$ cat src/sv/q24alu_pkg.sv
// ----------------------------------------------------------------------------
// q24alu_pkg
// Shared opcodes, status codes, pipeline payload type and helpers for the
// Q24.8 fixed-point ALU.
// ----------------------------------------------------------------------------
package q24alu_pkg;

    typedef enum logic [4:0] {
        FN_ADD        = 5'd0,
        FN_SUB        = 5'd1,
        FN_MUL        = 5'd2,
        FN_DIV        = 5'd3,
        FN_GT         = 5'd4,
        FN_LT         = 5'd5,
        FN_GE         = 5'd6,
        FN_LE         = 5'd7,
        FN_EQ         = 5'd8,
        FN_NE         = 5'd9,
        FN_MIN        = 5'd10,
        FN_MAX        = 5'd11,
        FN_INC        = 5'd12,
        FN_DEC        = 5'd13,
        FN_TO_INT     = 5'd14,
        FN_TO_FLOAT   = 5'd15,
        FN_FROM_INT   = 5'd16,
        FN_FROM_FLOAT = 5'd17
    } func_t;

    localparam logic [1:0] ST_OK      = 2'd0;
    localparam logic [1:0] ST_OVF     = 2'd1;
    localparam logic [1:0] ST_DIV0    = 2'd2;
    localparam logic [1:0] ST_INVALID = 2'd3;

    localparam logic [31:0] MAX_POS = 32'h7FFF_FFFF;
    localparam logic [31:0] MAX_NEG = 32'h8000_0000;

    // Payload that travels down the pipeline with each beat
    typedef struct packed {
        func_t       func;
        logic [31:0] res;
        logic        flag;
        logic [1:0]  st;
        logic        neg;
        logic        b_zero;
        logic [31:0] mag_a;
        logic [31:0] mag_b;
    } alu_pipe_t;

    typedef struct packed {
        logic [31:0] res;
        logic        ovf;
    } fit_t;

    // Apply a sign to a magnitude and flag when it leaves signed 32 bits
    function automatic fit_t fit32(input logic [63:0] mag, input logic neg);
        fit_t f;
        f.ovf = neg ? (mag > 64'(MAX_NEG)) : (mag > 64'(MAX_POS));
        f.res = neg ? (~mag[31:0] + 32'd1) : mag[31:0];
        return f;
    endfunction

endpackage

$ cat src/sv/q24alu_front.sv
// ----------------------------------------------------------------------------
// q24alu_front
// First stage: decode, the operations that finish here and operand magnitudes.
// ----------------------------------------------------------------------------
module q24alu_front
    import q24alu_pkg::*;
#(
    parameter int FRAC_BITS = 8
)
(
    input  logic        clk,
    input  logic        rst_n,
    input  logic        adv,
    input  logic        v_in,
    input  logic [4:0]  func,
    input  logic [31:0] operand_a,
    input  logic [31:0] operand_b,
    input  logic [31:0] float_bits,
    output logic        valid_reg,
    output alu_pipe_t   pipe_reg
);

    alu_pipe_t   pipe_next;
    logic [32:0] sum;
    logic [32:0] diff;
    logic [32:0] inc;
    logic [32:0] dec;
    logic        lt;
    logic        eq;
    logic [32:0] trunc;
    logic [FRAC_BITS:0] hi;

    always_comb
    begin
        sum   = {operand_a[31], operand_a} + {operand_b[31], operand_b};
        diff  = {operand_a[31], operand_a} - {operand_b[31], operand_b};
        inc   = {operand_a[31], operand_a} + 33'd1;
        dec   = {operand_a[31], operand_a} - 33'd1;
        lt    = $signed(operand_a) < $signed(operand_b);
        eq    = operand_a == operand_b;
        // bias negatives so the arithmetic shift truncates toward zero
        trunc = $signed({operand_a[31], operand_a}
                + (operand_a[31] ? 33'((34'd1 << FRAC_BITS) - 34'd1) : 33'd0)) >>> FRAC_BITS;
        hi    = operand_a[31 -: FRAC_BITS + 1];

        pipe_next        = '0;
        pipe_next.func   = func_t'(func);
        pipe_next.st     = ST_OK;
        pipe_next.b_zero = operand_b == 32'd0;
        pipe_next.mag_a  = operand_a[31] ? (~operand_a + 32'd1) : operand_a;
        pipe_next.mag_b  = operand_b[31] ? (~operand_b + 32'd1) : operand_b;
        pipe_next.neg    = operand_a[31] ^ operand_b[31];

        case (func)
            FN_ADD:
            begin
                pipe_next.res = sum[31:0];
                pipe_next.st  = (sum[32] != sum[31]) ? ST_OVF : ST_OK;
            end
            FN_SUB:
            begin
                pipe_next.res = diff[31:0];
                pipe_next.st  = (diff[32] != diff[31]) ? ST_OVF : ST_OK;
            end
            FN_MUL, FN_DIV:
            begin
                pipe_next.res = '0;
            end
            FN_GT:  pipe_next.flag = !lt && !eq;
            FN_LT:  pipe_next.flag = lt;
            FN_GE:  pipe_next.flag = !lt;
            FN_LE:  pipe_next.flag = lt || eq;
            FN_EQ:  pipe_next.flag = eq;
            FN_NE:  pipe_next.flag = !eq;
            FN_MIN: pipe_next.res  = lt ? operand_a : operand_b;
            FN_MAX: pipe_next.res  = (!lt && !eq) ? operand_a : operand_b;
            FN_INC:
            begin
                pipe_next.res = inc[31:0];
                pipe_next.st  = (inc[32] != inc[31]) ? ST_OVF : ST_OK;
            end
            FN_DEC:
            begin
                pipe_next.res = dec[31:0];
                pipe_next.st  = (dec[32] != dec[31]) ? ST_OVF : ST_OK;
            end
            FN_TO_INT: pipe_next.res = trunc[31:0];
            FN_TO_FLOAT:
            begin
                pipe_next.neg = operand_a[31];
            end
            FN_FROM_INT:
            begin
                pipe_next.res = operand_a << FRAC_BITS;
                pipe_next.st  = (&hi || !(|hi)) ? ST_OK : ST_OVF;
            end
            FN_FROM_FLOAT:
            begin
                // carry the raw float pattern in the magnitude slot
                pipe_next.mag_a = float_bits;
                pipe_next.neg   = float_bits[31];
            end
            default: pipe_next.st = ST_INVALID;
        endcase
    end

    always_ff @(posedge clk or negedge rst_n)
    begin
        if (!rst_n)
        begin
            valid_reg <= 1'b0;
        end
        else if (adv)
        begin
            valid_reg <= v_in;
        end
    end

    always_ff @(posedge clk)
    begin
        if (adv)
        begin
            pipe_reg <= pipe_next;
        end
    end

endmodule

$ cat config.mk
export PLATFORM = sky130hd
export DESIGN_NAME = q24alu_front
export DESIGN_NICKNAME = d
export VERILOG_FILES = /design/src/sv/q24alu_pkg.sv /design/src/sv/q24alu_front.sv
export SDC_FILE = /design/constraint.sdc
export NUM_CORES = 1
export LEC_CHECK = 0
export BUFFER_PORTS_ARGS = -buffer_cell sky130_fd_sc_hd__buf_4
export CORE_UTILIZATION = 30
export DETAILED_ROUTE_END_ITERATION = 8
export HOLD_SLACK_MARGIN = 0.15
export PLACE_DENSITY = 0.47
export SETUP_SLACK_MARGIN = 0.05
export SLEW_MARGIN = 20
export SYNTH_ARGS = -nofsm -noshare
export SYNTH_HDL_FRONTEND = slang
export SYNTH_SLANG_ARGS = --single-unit
$ cat constraint.sdc
create_clock -name clk -period 1.37 [get_ports clk]
set_input_delay 0.2055 -clock clk [delete_from_list [all_inputs] [get_ports clk]]
set_output_delay 0.2055 -clock clk [all_outputs]
set_load 0.02 [all_outputs]
==> metrics.txt <==
status=finished with violations; violated checks=negative setup slack; mapped cell area=between 0.01 and 0.015 sq mm; pin count of the biggest net entering global routing=60; Final Max Slew Viols=0; Root Buffer=clkbuf_16; worst min path class=primary input to flop; maximum fanout along the worst path=5; Filler cells=3624; Worst Skew=0 ns; Seq/Total Area, Yosys=0.2702; final core occ=0.5506; die width=between 200 and 250 microns; Final Net Count=between 2000 and 2500; DR DRC count=0; endpoint with the worst hold slack=pipe_reg[33]; CP max-delay cell=or4_1; max_slew headroom=0.4918; Worst Setup Start Kind=primary input; worst reg-to-reg path cell count=1; PortBufs=around 210; starting density of the core=0.3058; Pre-antenna DRT Iters=7; Worst Path Arrival=between 2 and 3 ns; I/O pins=around 210; max incr delay on CP=approximately 0.38 ns; cell area power density=654.0 mW/mm^2; final worst slack=-1.370 ns; Async S/R FF share, synth=0.009346; cell breakdown of the critical path=buf_8, clkinvlp_4, ha_4, nand3b_1, a211oi_4, nor3_4, o21ai_4, buf_6, a211oi_4, buf_12, nor2_4, buf_4, mux2i_1, nor2_1, or4_1; all-layer global routing usage=0.3001; Congestion Overflow GR=0; Design Power=13980 uW; fmax=approximately 0.36 GHz; placer congestion estimate=approximately 0.96; Final min period=~2.7 ns; final hold vios=0; CP Capture Type=flop; Routed Wire Length=~60000 microns; initial DRC count=1153; vias in the first global route=14710; layout cell share with drive strength beyond 1=0.5036; HP Start=float_bits[1]; Synthesis Warnings=0; syn avg cell area=8.072 sq um; most used flip-flop cell after synthesis=edfxtp_1; cell mode on critical path=a211oi_4; CTS tree=done; # setup viols final=between 80 and 90; clk_lat worst skew=approximately 0.4 ns; num rows=72; core area=between 0.03 and 0.04 sq mm; Pleak=between 0.009 and 0.01 uW; number of library cell types mapped by synthesis=between 80 and 90; Buf/Inv on CP=5; Clock Tree Buf Depth=2; Post-DP HPWL=48850 microns; Clock transition at path regs=roughly 0.08 ns; clk sinks=107; FF-to-FF End=valid_reg; Num CTS Buffers=9; fin crit share=2.000; EDFF count, synth=between 100 and 150; Syn Nets=roughly 1700; worst vdd ir=about 0.74 mV; max-cap viol count=0; routed len/inst=22.37 microns; reg-to-reg slack, setup=approximately 0.62 ns; Largest register FFs=106; worst-margin pin slew=about 0.76 ns; Top Family by Delay on Critical Path=simple AND/OR/NAND/NOR gates; Syn Inst Count=between 1000 and 1500; H-tree levels=3; unrepaired setup endpoints after global routing=true; kind of critical path=primary input to flop; Area growth, synth to finish=80.04%; FF+latch count, synth=between 100 and 150; vias per cell=5.380; antenna viol nets, final=0; via count=between 10000 and 15000; global-route wire length before repair=around 90000 microns; Reg-to-Reg Start=valid_reg; Die Area=0.04038 sq mm; initial antenna violation count=0; Die H=200.9 microns; Worst EP required=1.52 ns; worst hold stages=3
[kinds of logic (layout without fill, tap and decap cells)]
group / Yosys count / in the layout / synth area share
flops: 107 / 107 / 0.2702
fa+ha+maj: 76 / 76 / 0.08135
mux: 33 / 33 / 0.02824
xor+xnor: 149 / 149 / 0.1099
other cells: 0 / 1 / 0
compound gates: 415 / 415 / 0.2346
simple gates: 513 / 513 / 0.2169
buf+inv: 178 / 935 / 0.05890
[synthesized netlist by cell type, drive strengths merged (5+ instances only)]
| library cell | number | area, sq um |
|---|---|---|
| nand4 | 38 | 244.0 |
| nand2b | 17 | 113.9 |
| nor2 | 103 | 394.1 |
| xor2 | 67 | 586.8 |
| edfxtp | 106 | 3183 |
| o211ai | 18 | 135.1 |
| a211oi | 14 | 122.6 |
| o41ai | 6 | 60.06 |
| nor2b | 18 | 112.6 |
| a31oi | 18 | 112.6 |
| or3 | 30 | 202.7 |
| mux2i | 29 | 290.3 |
| a21o | 10 | 75.07 |
| a221o | 10 | 100.1 |
| or2 | 6 | 37.54 |
| a222oi | 7 | 70.07 |
| clkbuf | 72 | 270.3 |
| o21ai | 105 | 529.3 |
| a22oi | 19 | 142.6 |
| xnor2 | 82 | 718.2 |
| o21a | 6 | 45.04 |
| o31ai | 19 | 161.4 |
| nor3 | 44 | 235.2 |
| o21bai | 6 | 45.04 |
| nor4 | 31 | 215.2 |
| nand2 | 151 | 566.8 |
| a32oi | 5 | 43.79 |
| or4 | 10 | 82.58 |
| o22ai | 11 | 75.07 |
| a221oi | 16 | 140.1 |
| a21oi | 95 | 475.5 |
| buf | 39 | 177.7 |
| ha | 74 | 925.9 |
| o221ai | 13 | 113.9 |
| and3 | 7 | 43.79 |
| nand3 | 46 | 230.2 |
| inv | 66 | 247.7 |
[area by class of cell]
cell class	count	area, sq um	share of cell area
Antenna cell	1	2.502	0.0001171
Clock buffer	9	225.2	0.01053
Clock inverter	7	50.05	0.002341
Inverter	67	342.8	0.01604
Multi-Input combinational cell	1186	9678	0.4527
Sequential cell	107	3208	0.1501
Tap cell	518	648.1	0.03032
Timing Repair Buffer	852	7223	0.3379
[through the flow]
step	hold WS (ns)	setup slack [ns]	setup TNS, ns	std cells	instance area [sq um]
2_1_floorplan	-0.09009	-1.484	-71.99	1471	12980
3_3_place_gp	-0.01912	-1.957	-115.03	2612	18550
3_5_place_dp	-0.01808	-1.962	-116.20	2612	18550
4_1_cts	0.1666	-1.317	-66.83	2712	20710
5_1_grt	0.1803	-1.470	-80.37	2746	21380
6_report	0.1737	-1.370	-74.03	2747	21380
[routing by layer]
layer,vias up,part of all wire,GRT usage,wire length (microns)
met5,-,0,0,0
met2,552,0.45,0.4721,27480
met4,0,0.032,0.1039,1991
met1,7159,0.46,0.4203,28470
li1,6978,-,-,-
met3,89,0.057,0.03831,3519
[cell usage in the layout (no fill, tap or decap), drive strengths merged, types with 37 or more instances in the layout]
master and n:
nor2 103, ha 74, xnor2 82, edfxtp 106
nor3 44, o21ai 105, nand3 46, nand2 151
xor2 67, nand4 38, buf 814, a21oi 95
dlygate4sd3 37, inv 65
[worst min-delay path: cells and delay by family]
family | cells | cell delay [ns]
AOI/OAI and AO/OA | 1 | 0.13
buffers and inverters | 1 | 0.08
and+or+nand+nor | 1 | 0.04
[worst max-delay path by stage]
stage / startpoint / endpoint / depth (start not counted)
after detailed placement: operand_b[15] / pipe_reg[100] / 13
after global routing: operand_b[1] / pipe_reg[98] / 15
after CTS: operand_b[16] / pipe_reg[94] / 12
after floorplan: operand_b[6] / pipe_reg[92] / 12
final: operand_b[1] / pipe_reg[98] / 15
after global placement: operand_b[15] / pipe_reg[100] / 13
[repair_timing]
action,4_1_cts,5_1_grt
buffers inserted,60,48
endpoints found under the setup margin,87,90
gates cloned,2,0
endpoints found under the hold margin,37,0
gates resized for setup,257,102
hold buffers,37,0
pin swaps,120,97
[power breakdown]
group          switching, uW  internal, uW
combinational           3750          3360
sequential               119          3990
clock                   1510          1240
total                   5380          8600
Note: power is estimated with default switching activity, not from simulation.
