--- src/sv/q24alu_pkg.sv ---
// ----------------------------------------------------------------------------
// q24alu_pkg
// Shared opcodes, status codes, pipeline payload type and helpers for the
// Q24.8 fixed-point ALU.
// ----------------------------------------------------------------------------
package q24alu_pkg;

    typedef enum logic [4:0] {
        FN_ADD        = 5'd0,
        FN_SUB        = 5'd1,
        FN_MUL        = 5'd2,
        FN_DIV        = 5'd3,
        FN_GT         = 5'd4,
        FN_LT         = 5'd5,
        FN_GE         = 5'd6,
        FN_LE         = 5'd7,
        FN_EQ         = 5'd8,
        FN_NE         = 5'd9,
        FN_MIN        = 5'd10,
        FN_MAX        = 5'd11,
        FN_INC        = 5'd12,
        FN_DEC        = 5'd13,
        FN_TO_INT     = 5'd14,
        FN_TO_FLOAT   = 5'd15,
        FN_FROM_INT   = 5'd16,
        FN_FROM_FLOAT = 5'd17
    } func_t;

    localparam logic [1:0] ST_OK      = 2'd0;
    localparam logic [1:0] ST_OVF     = 2'd1;
    localparam logic [1:0] ST_DIV0    = 2'd2;
    localparam logic [1:0] ST_INVALID = 2'd3;

    localparam logic [31:0] MAX_POS = 32'h7FFF_FFFF;
    localparam logic [31:0] MAX_NEG = 32'h8000_0000;

    // Payload that travels down the pipeline with each beat
    typedef struct packed {
        func_t       func;
        logic [31:0] res;
        logic        flag;
        logic [1:0]  st;
        logic        neg;
        logic        b_zero;
        logic [31:0] mag_a;
        logic [31:0] mag_b;
    } alu_pipe_t;

    typedef struct packed {
        logic [31:0] res;
        logic        ovf;
    } fit_t;

    // Apply a sign to a magnitude and flag when it leaves signed 32 bits
    function automatic fit_t fit32(input logic [63:0] mag, input logic neg);
        fit_t f;
        f.ovf = neg ? (mag > 64'(MAX_NEG)) : (mag > 64'(MAX_POS));
        f.res = neg ? (~mag[31:0] + 32'd1) : mag[31:0];
        return f;
    endfunction

endpackage

--- src/sv/q24alu_conv.sv ---
// ----------------------------------------------------------------------------
// q24alu_conv
// Three stages for multiply and the float conversions: product / leading one
// / float decode, then shift, then round and saturate.
// ----------------------------------------------------------------------------
module q24alu_conv
    import q24alu_pkg::*;
#(
    parameter int FRAC_BITS = 8
)
(
    input  logic      clk,
    input  logic      rst_n,
    input  logic      adv,
    input  logic      v_in,
    input  alu_pipe_t pipe_in,
    output logic      valid_reg,
    output alu_pipe_t pipe_reg
);

    // stage 2
    logic        v2_reg;
    alu_pipe_t   p2_reg;
    logic [63:0] prod_reg;
    logic [4:0]  msb_reg;
    logic        nan2_reg;
    logic        inf2_reg;
    logic        zero2_reg;
    logic        sat2_reg;
    logic        tiny2_reg;
    logic [9:0]  sh_reg;
    logic [23:0] sig_reg;

    // stage 3
    logic        v3_reg;
    alu_pipe_t   p3_reg;
    logic [31:0] norm_reg;
    logic [4:0]  msb3_reg;
    logic [31:0] t_reg;
    logic        rnd_reg;
    logic        nan3_reg;
    logic        inf3_reg;
    logic        zero3_reg;
    logic        sat3_reg;
    logic        tiny3_reg;

    logic [4:0]  msb_next;
    logic [9:0]  sh_next;
    logic [7:0]  fexp;
    alu_pipe_t   p3_next;
    fit_t        mul_fit;
    logic [31:0] t_next;
    logic [9:0]  nsh;
    logic [4:0]  rshift;
    alu_pipe_t   p4_next;
    logic [24:0] m25;
    logic [23:0] mant;
    logic [5:0]  pexp;
    logic [8:0]  bexp;
    logic        rup;
    logic [32:0] fmag;

    // stage 2 combinational
    always_comb
    begin
        msb_next = '0;
        for (int i = 0; i < 32; i++)
        begin
            if (pipe_in.mag_a[i])
            begin
                msb_next = 5'(i);
            end
        end
        fexp    = pipe_in.mag_a[30:23];
        sh_next = 10'(fexp) - 10'd150 + 10'(FRAC_BITS);
    end

    always_ff @(posedge clk)
    begin
        if (adv)
        begin
            p2_reg    <= pipe_in;
            prod_reg  <= 64'(pipe_in.mag_a) * 64'(pipe_in.mag_b);
            msb_reg   <= msb_next;
            nan2_reg  <= (fexp == 8'hFF) && (pipe_in.mag_a[22:0] != 23'd0);
            inf2_reg  <= (fexp == 8'hFF) && (pipe_in.mag_a[22:0] == 23'd0);
            zero2_reg <= fexp == 8'd0;
            sat2_reg  <= !sh_next[9] && (sh_next > 10'd8);
            tiny2_reg <= sh_next[9] && ($signed(sh_next) < -10'sd25);
            sh_reg    <= sh_next;
            sig_reg   <= {1'b1, pipe_in.mag_a[22:0]};
        end
    end

    // stage 3 combinational: finish multiply, align for both conversions
    always_comb
    begin
        mul_fit = fit32(p2_reg.func == FN_MUL ? (prod_reg >> FRAC_BITS) : 64'd0, p2_reg.neg);
        p3_next = p2_reg;
        if (p2_reg.func == FN_MUL)
        begin
            p3_next.res = mul_fit.res;
            p3_next.st  = mul_fit.ovf ? ST_OVF : ST_OK;
        end
        nsh    = 10'd0 - sh_reg;
        rshift = nsh[4:0] - 5'd1;
        if (!sh_reg[9])
        begin
            t_next = 32'(sig_reg) << sh_reg[3:0];
        end
        else
        begin
            t_next = 32'(sig_reg >> rshift);
        end
    end

    always_ff @(posedge clk)
    begin
        if (adv)
        begin
            p3_reg    <= p3_next;
            norm_reg  <= p2_reg.mag_a << (5'd31 - msb_reg);
            msb3_reg  <= msb_reg;
            t_reg     <= t_next;
            rnd_reg   <= sh_reg[9];
            nan3_reg  <= nan2_reg;
            inf3_reg  <= inf2_reg;
            zero3_reg <= zero2_reg;
            sat3_reg  <= sat2_reg;
            tiny3_reg <= tiny2_reg;
        end
    end

    // stage 4 combinational: round to single, round and saturate to fixed
    always_comb
    begin
        rup  = norm_reg[7] && ((|norm_reg[6:0]) || norm_reg[8]);
        m25  = {1'b0, norm_reg[31:8]} + 25'(rup);
        mant = m25[24] ? m25[24:1] : m25[23:0];
        pexp = 6'(msb3_reg) + 6'(m25[24]);
        bexp = 9'(pexp) + 9'd127 - 9'(FRAC_BITS);
        fmag = rnd_reg ? ((33'(t_reg) + 33'd1) >> 1) : 33'(t_reg);

        p4_next = p3_reg;
        if (p3_reg.func == FN_TO_FLOAT)
        begin
            if (p3_reg.mag_a == 32'd0)
            begin
                p4_next.res = '0;
            end
            else
            begin
                p4_next.res = {p3_reg.neg, bexp[7:0], mant[22:0]};
            end
        end
        else if (p3_reg.func == FN_FROM_FLOAT)
        begin
            p4_next.res = '0;
            p4_next.st  = ST_OK;
            if (nan3_reg)
            begin
                p4_next.st = ST_INVALID;
            end
            else if (inf3_reg || (!zero3_reg && sat3_reg))
            begin
                p4_next.st  = ST_OVF;
                p4_next.res = p3_reg.neg ? MAX_NEG : MAX_POS;
            end
            else if (zero3_reg || tiny3_reg)
            begin
                p4_next.res = '0;
            end
            else if (!p3_reg.neg && (fmag > 33'(MAX_POS)))
            begin
                p4_next.st  = ST_OVF;
                p4_next.res = MAX_POS;
            end
            else if (p3_reg.neg && (fmag > 33'(MAX_NEG)))
            begin
                p4_next.st  = ST_OVF;
                p4_next.res = MAX_NEG;
            end
            else
            begin
                p4_next.res = p3_reg.neg ? (~fmag[31:0] + 32'd1) : fmag[31:0];
            end
        end
    end

    always_ff @(posedge clk)
    begin
        if (adv)
        begin
            pipe_reg <= p4_next;
        end
    end

    always_ff @(posedge clk or negedge rst_n)
    begin
        if (!rst_n)
        begin
            v2_reg    <= 1'b0;
            v3_reg    <= 1'b0;
            valid_reg <= 1'b0;
        end
        else if (adv)
        begin
            v2_reg    <= v_in;
            v3_reg    <= v2_reg;
            valid_reg <= v3_reg;
        end
    end

endmodule

--- config.mk ---
export PLATFORM = sky130hd
export DESIGN_NAME = q24alu_conv
export DESIGN_NICKNAME = d
export VERILOG_FILES = /design/src/sv/q24alu_pkg.sv /design/src/sv/q24alu_conv.sv
export SDC_FILE = /design/constraint.sdc
export NUM_CORES = 2
export LEC_CHECK = 0
export BUFFER_PORTS_ARGS = -buffer_cell sky130_fd_sc_hd__buf_2
export CORE_MARGIN = 8
export CORE_UTILIZATION = 44
export CTS_BUF_LIST = sky130_fd_sc_hd__clkbuf_2
export DETAILED_ROUTE_END_ITERATION = 8
export PLACE_DENSITY = 0.68
export SYNTH_ARGS = -nofsm -noshare
export SYNTH_HDL_FRONTEND = slang
export SYNTH_SLANG_ARGS = --single-unit
--- constraint.sdc ---
create_clock -name clk -period 4.7 [get_ports clk]
set_input_delay 0.705 -clock clk [delete_from_list [all_inputs] [get_ports clk]]
set_output_delay 0.705 -clock clk [all_outputs]
set_load 0.02 [all_outputs]
==> key figures <==
Setup path
  • Data required time at the worst endpoint: roughly 5.7 ns
  • Kind of start point of the critical path: input pin
  • Data arrival time at the worst-slack endpoint: ~7.6 ns
  • Slowest CP cell: fa_1
  • Cell with the most instances on the worst path: fa_1
  • Critical Path Sink Type: register
  • CP top delay family: adder cells
  • Largest stage delay, worst path: ~0.56 ns
  • Setup crit start: pipe_in[55]
  • CP bufs+invs: 5
  • Highest net fanout along the worst path: 5
  • Path type of the worst setup path: in2reg
  • Critical R2R Launch: t_reg[0]

Hold path
  • HP Class: in2reg
  • Min-Delay Startpoint: pipe_in[49]

Layout
  • Layout filler cell count: about 11000
  • Final Net Count: around 7400
  • FF+latch area: about 14000 um^2
  • Share of final-layout standard cells stronger than drive strength 1: about a fifth
  • Synthesis-to-finish area growth: 22.0%
  • Area of the multi-input gates: approximately 38000 um^2
  • Post-route non-filler standard cell count: 7818
  • Total non-filler cell area in the finished layout: 66800 um^2

Routing
  • Total routed wirelength: about 170000 um
  • Routed via count: approximately 42000
  • Mean number of vias per cell: roughly 5.4
  • Iteration-0 DRC count of the detailed router: between 3000 and 4000
  • Initial DRT Pass Iterations: 6
  • WL/cell: between 20 and 25 um
  • DR DRC count: 0
  • Antenna-violating nets left: 0

Timing
  • Clock Skews: 0.138 ns
  • Crit path setup slack, layout: -1.84 ns
  • Final total negative setup slack: -68.28 ns
  • Fmax: roughly 150 MHz
  • Total count of hold-check failures in the final report: 0
  • Number of pins exceeding their max-slew limit in the final report: 0
  • Tcrit/Tclk final: 139%
  • Setup violators final: 54
  • Measured slew at the worst slew-check pin: roughly 1.2 ns
  • Tightest slew margin relative to the limit: between 20% and 30%
  • RSZ-0062 raised after global routing: yes
  • Clock period minus final worst setup slack: between 6 and 7 ns

Logic synthesis
  • Total number of yosys warnings: 0
  • Cell type with the highest aggregate area in the netlist: fa_1
  • Flip-flop and latch count after synthesis: between 400 and 500
  • Post-synth EDFFs: approximately 460
  • Share of async-settable or async-resettable flops after synthesis: 0.642%
  • Count of cell types in the netlist: between 90 and 100
  • Post-Synthesis Net Count: roughly 6600
  • Synth top area share: roughly a third
  • Proportion of synthesized chip area in sequential cells: approximately 26%
  • Post-Synthesis Cells: 5356
  • Summed instance area of the synthesized netlist: 54800 um^2
  • Most used DFF post-synth: edfxtp_1
  • Synth area leaders: fa_1 33%, edfxtp_1 25%, and2_1 6.5%, inv_1 6.3%, ha_1 6.2%
  • Mean cell area of the mapped netlist: 10.2 um^2

Placement
  • Cell area after placement: ~61000 um^2
  • Post-placement cell count: 7358
  • Number of buffers inserted by port buffering: around 220
  • GPL Wtd Cong: approximately 0.94
  • DP Wirelength: 131000 um
  • Pre-CTS setup slack: -3.50 ns

CTS
  • TritonCTS clock tree: built
  • H-tree Lvls: 3
  • Number of clock buffers inserted by TritonCTS: about 120
  • Root Driver: clkbuf_2
  • Latest clock arrival within the worst-skew pair: around 1.4 ns
  • Maximum root-to-sink buffer count: 3
  • Clock sinks: 467
  • Clk slew on worst S/H paths: around 0.1 ns

Global routing
  • Initial antenna violation count: 8
  • Maximum number of pins on one net before global-route repair: slightly above 100
  • Vias in the first global route: 44681
  • Grt total ovfl: 0
  • Total global routing track utilization: about a quarter
  • First-pass GRT wire length: 263000 um

Floorplanning
  • Die Span Y: between 300 and 400 um
  • Chip Width: ~370 um
  • Row count: roughly 130
  • Starting Density: roughly 44%
  • Area of the die: between 100000 and 150000 um^2
  • Core Region: 124000 um^2
  • Number of primary I/O pins: roughly 220

Run status
  • Result of the run: complete, but fails checks
  • Violated checks: setup timing

Flow run
  • Reported max-cap violation count: 0
final timing paths:
| kind | end | cells past startpoint | slack [ns] |
|---|---|---|---|
| setup / recovery | prod_reg[58] | 26 | -1.84 |
| setup reg to reg | pipe_reg[100] | 12 | 0.62 |
| min in group asynchronous | v3_reg | 3 | 0.34 |
| max in group asynchronous | valid_reg | 3 | 4.22 |
| hold / removal | msb_reg[4] | 7 | 0.17 |
| hold reg to reg | nan3_reg | 0 | 0.39 |
per-stage QoR:
stage	hold WS [ns]	utilization, %
2_1_floorplan	0.400	-
3_3_place_gp	0.400	49.5
3_5_place_dp	0.405	49.5
4_1_cts	0.0000944	53.6
5_1_grt	0.0699	54.0
6_report	0.172	54.0
final cells by class:
class	instances	share of cell area [%]
Multi-Input combinational cell	3654	56.2
Sequential cell	467	21.0
Timing Repair Buffer	919	12.7
Inverter	919	5.17
Tap cell	1637	3.07
Clock buffer	158	1.18
Clock inverter	55	0.633
Antenna cell	9	0.0337
placed cells by master (no fill, tap or decap), types with 34 or more instances in the layout:
cell	n
o21ai_0	120
nand2_1	657
and2_1	535
buf_12	68
buf_2	171
xor2_1	67
nand3_1	51
fa_1	838
ha_1	236
fa_2	57
a21o_1	41
xnor2_1	56
nor2_1	144
mux2i_1	56
clkbuf_2	158
ha_4	34
clkinv_1	36
nor4_1	40
a21oi_1	108
inv_1	885
dlygate4sd3_1	157
buf_6	67
nor3_1	35
edfxtp_1	464
buf_4	416
worst reg2reg max path, cell delays in order, from the launching register on:
cell,delay (ns)
edfxtp_1,0.47
ha_1,0.29
nand4_2,0.27
a311oi_2,0.55
nand2_1,0.19
a2111o_1,0.47
nor4_2,0.41
and2_1,0.34
nand2_1,0.18
nor3_1,0.28
xnor2_1,0.11
a211oi_1,0.25
o31ai_1,0.12
kinds of logic after synthesis:
family          count (synthesis)  share of synthesized area, %
compound gates                556                          6.51
xor+xnor                      139                          2.22
fa+ha+maj                    1165                          38.9
buf+inv                      1235                          8.57
flops                         467                          25.6
mux                           110                          2.63
simple gates                 1684                          15.6
timing repair:
action / 4_1_cts / 5_1_grt
pin swaps: 186 / 92
gates resized for setup: 375 / 112
setup endpoints to repair: 53 / 53
buffers inserted: 62 / 27
hold buffers: 157 / 0
hold endpoints to repair: 225 / 0
gates cloned: 11 / 0
cells in the mapped netlist (4+ instances only):
library cell,number
a211o_1,5
a211oi_1,36
a21o_1,41
a21oi_1,134
a221oi_1,19
a22o_1,6
a311oi_1,4
a31oi_1,18
a41oi_1,5
and2_1,566
and3_1,19
and4_1,9
buf_1,20
buf_2,9
buf_4,7
clkbuf_1,274
clkbuf_2,4
edfxtp_1,464
fa_1,895
ha_1,270
inv_1,916
mux2_2,30
mux2i_1,56
mux4_2,24
nand2_1,674
nand2b_1,26
nand3_1,58
nand4_1,27
nand4_4,4
nor2_1,153
nor2b_1,24
nor3_1,36
nor4_1,41
o211ai_1,14
o21a_1,7
o21ai_0,134
o21ai_1,22
o21bai_1,11
o22ai_1,33
o31ai_1,17
o41ai_1,9
or3_1,17
or4_1,6
xnor2_1,67
xor2_1,72
routing by layer:
metal / wire [um] / global-route usage, % / up-vias / part of all wire [%]
li1: - / - / 18557 / -
met1: 67400 / 31.8 / 21201 / 39
met2: 79900 / 40.3 / 1851 / 47
met3: 15500 / 6.21 / 435 / 9.0
met4: 8290 / 11.1 / 4 / 4.8
met5: 27 / 0 / - / 0.016
Power is left out: the tool's default activity adds up to more than one toggle a clock period on the data nets, which glitch-free logic cannot reach.
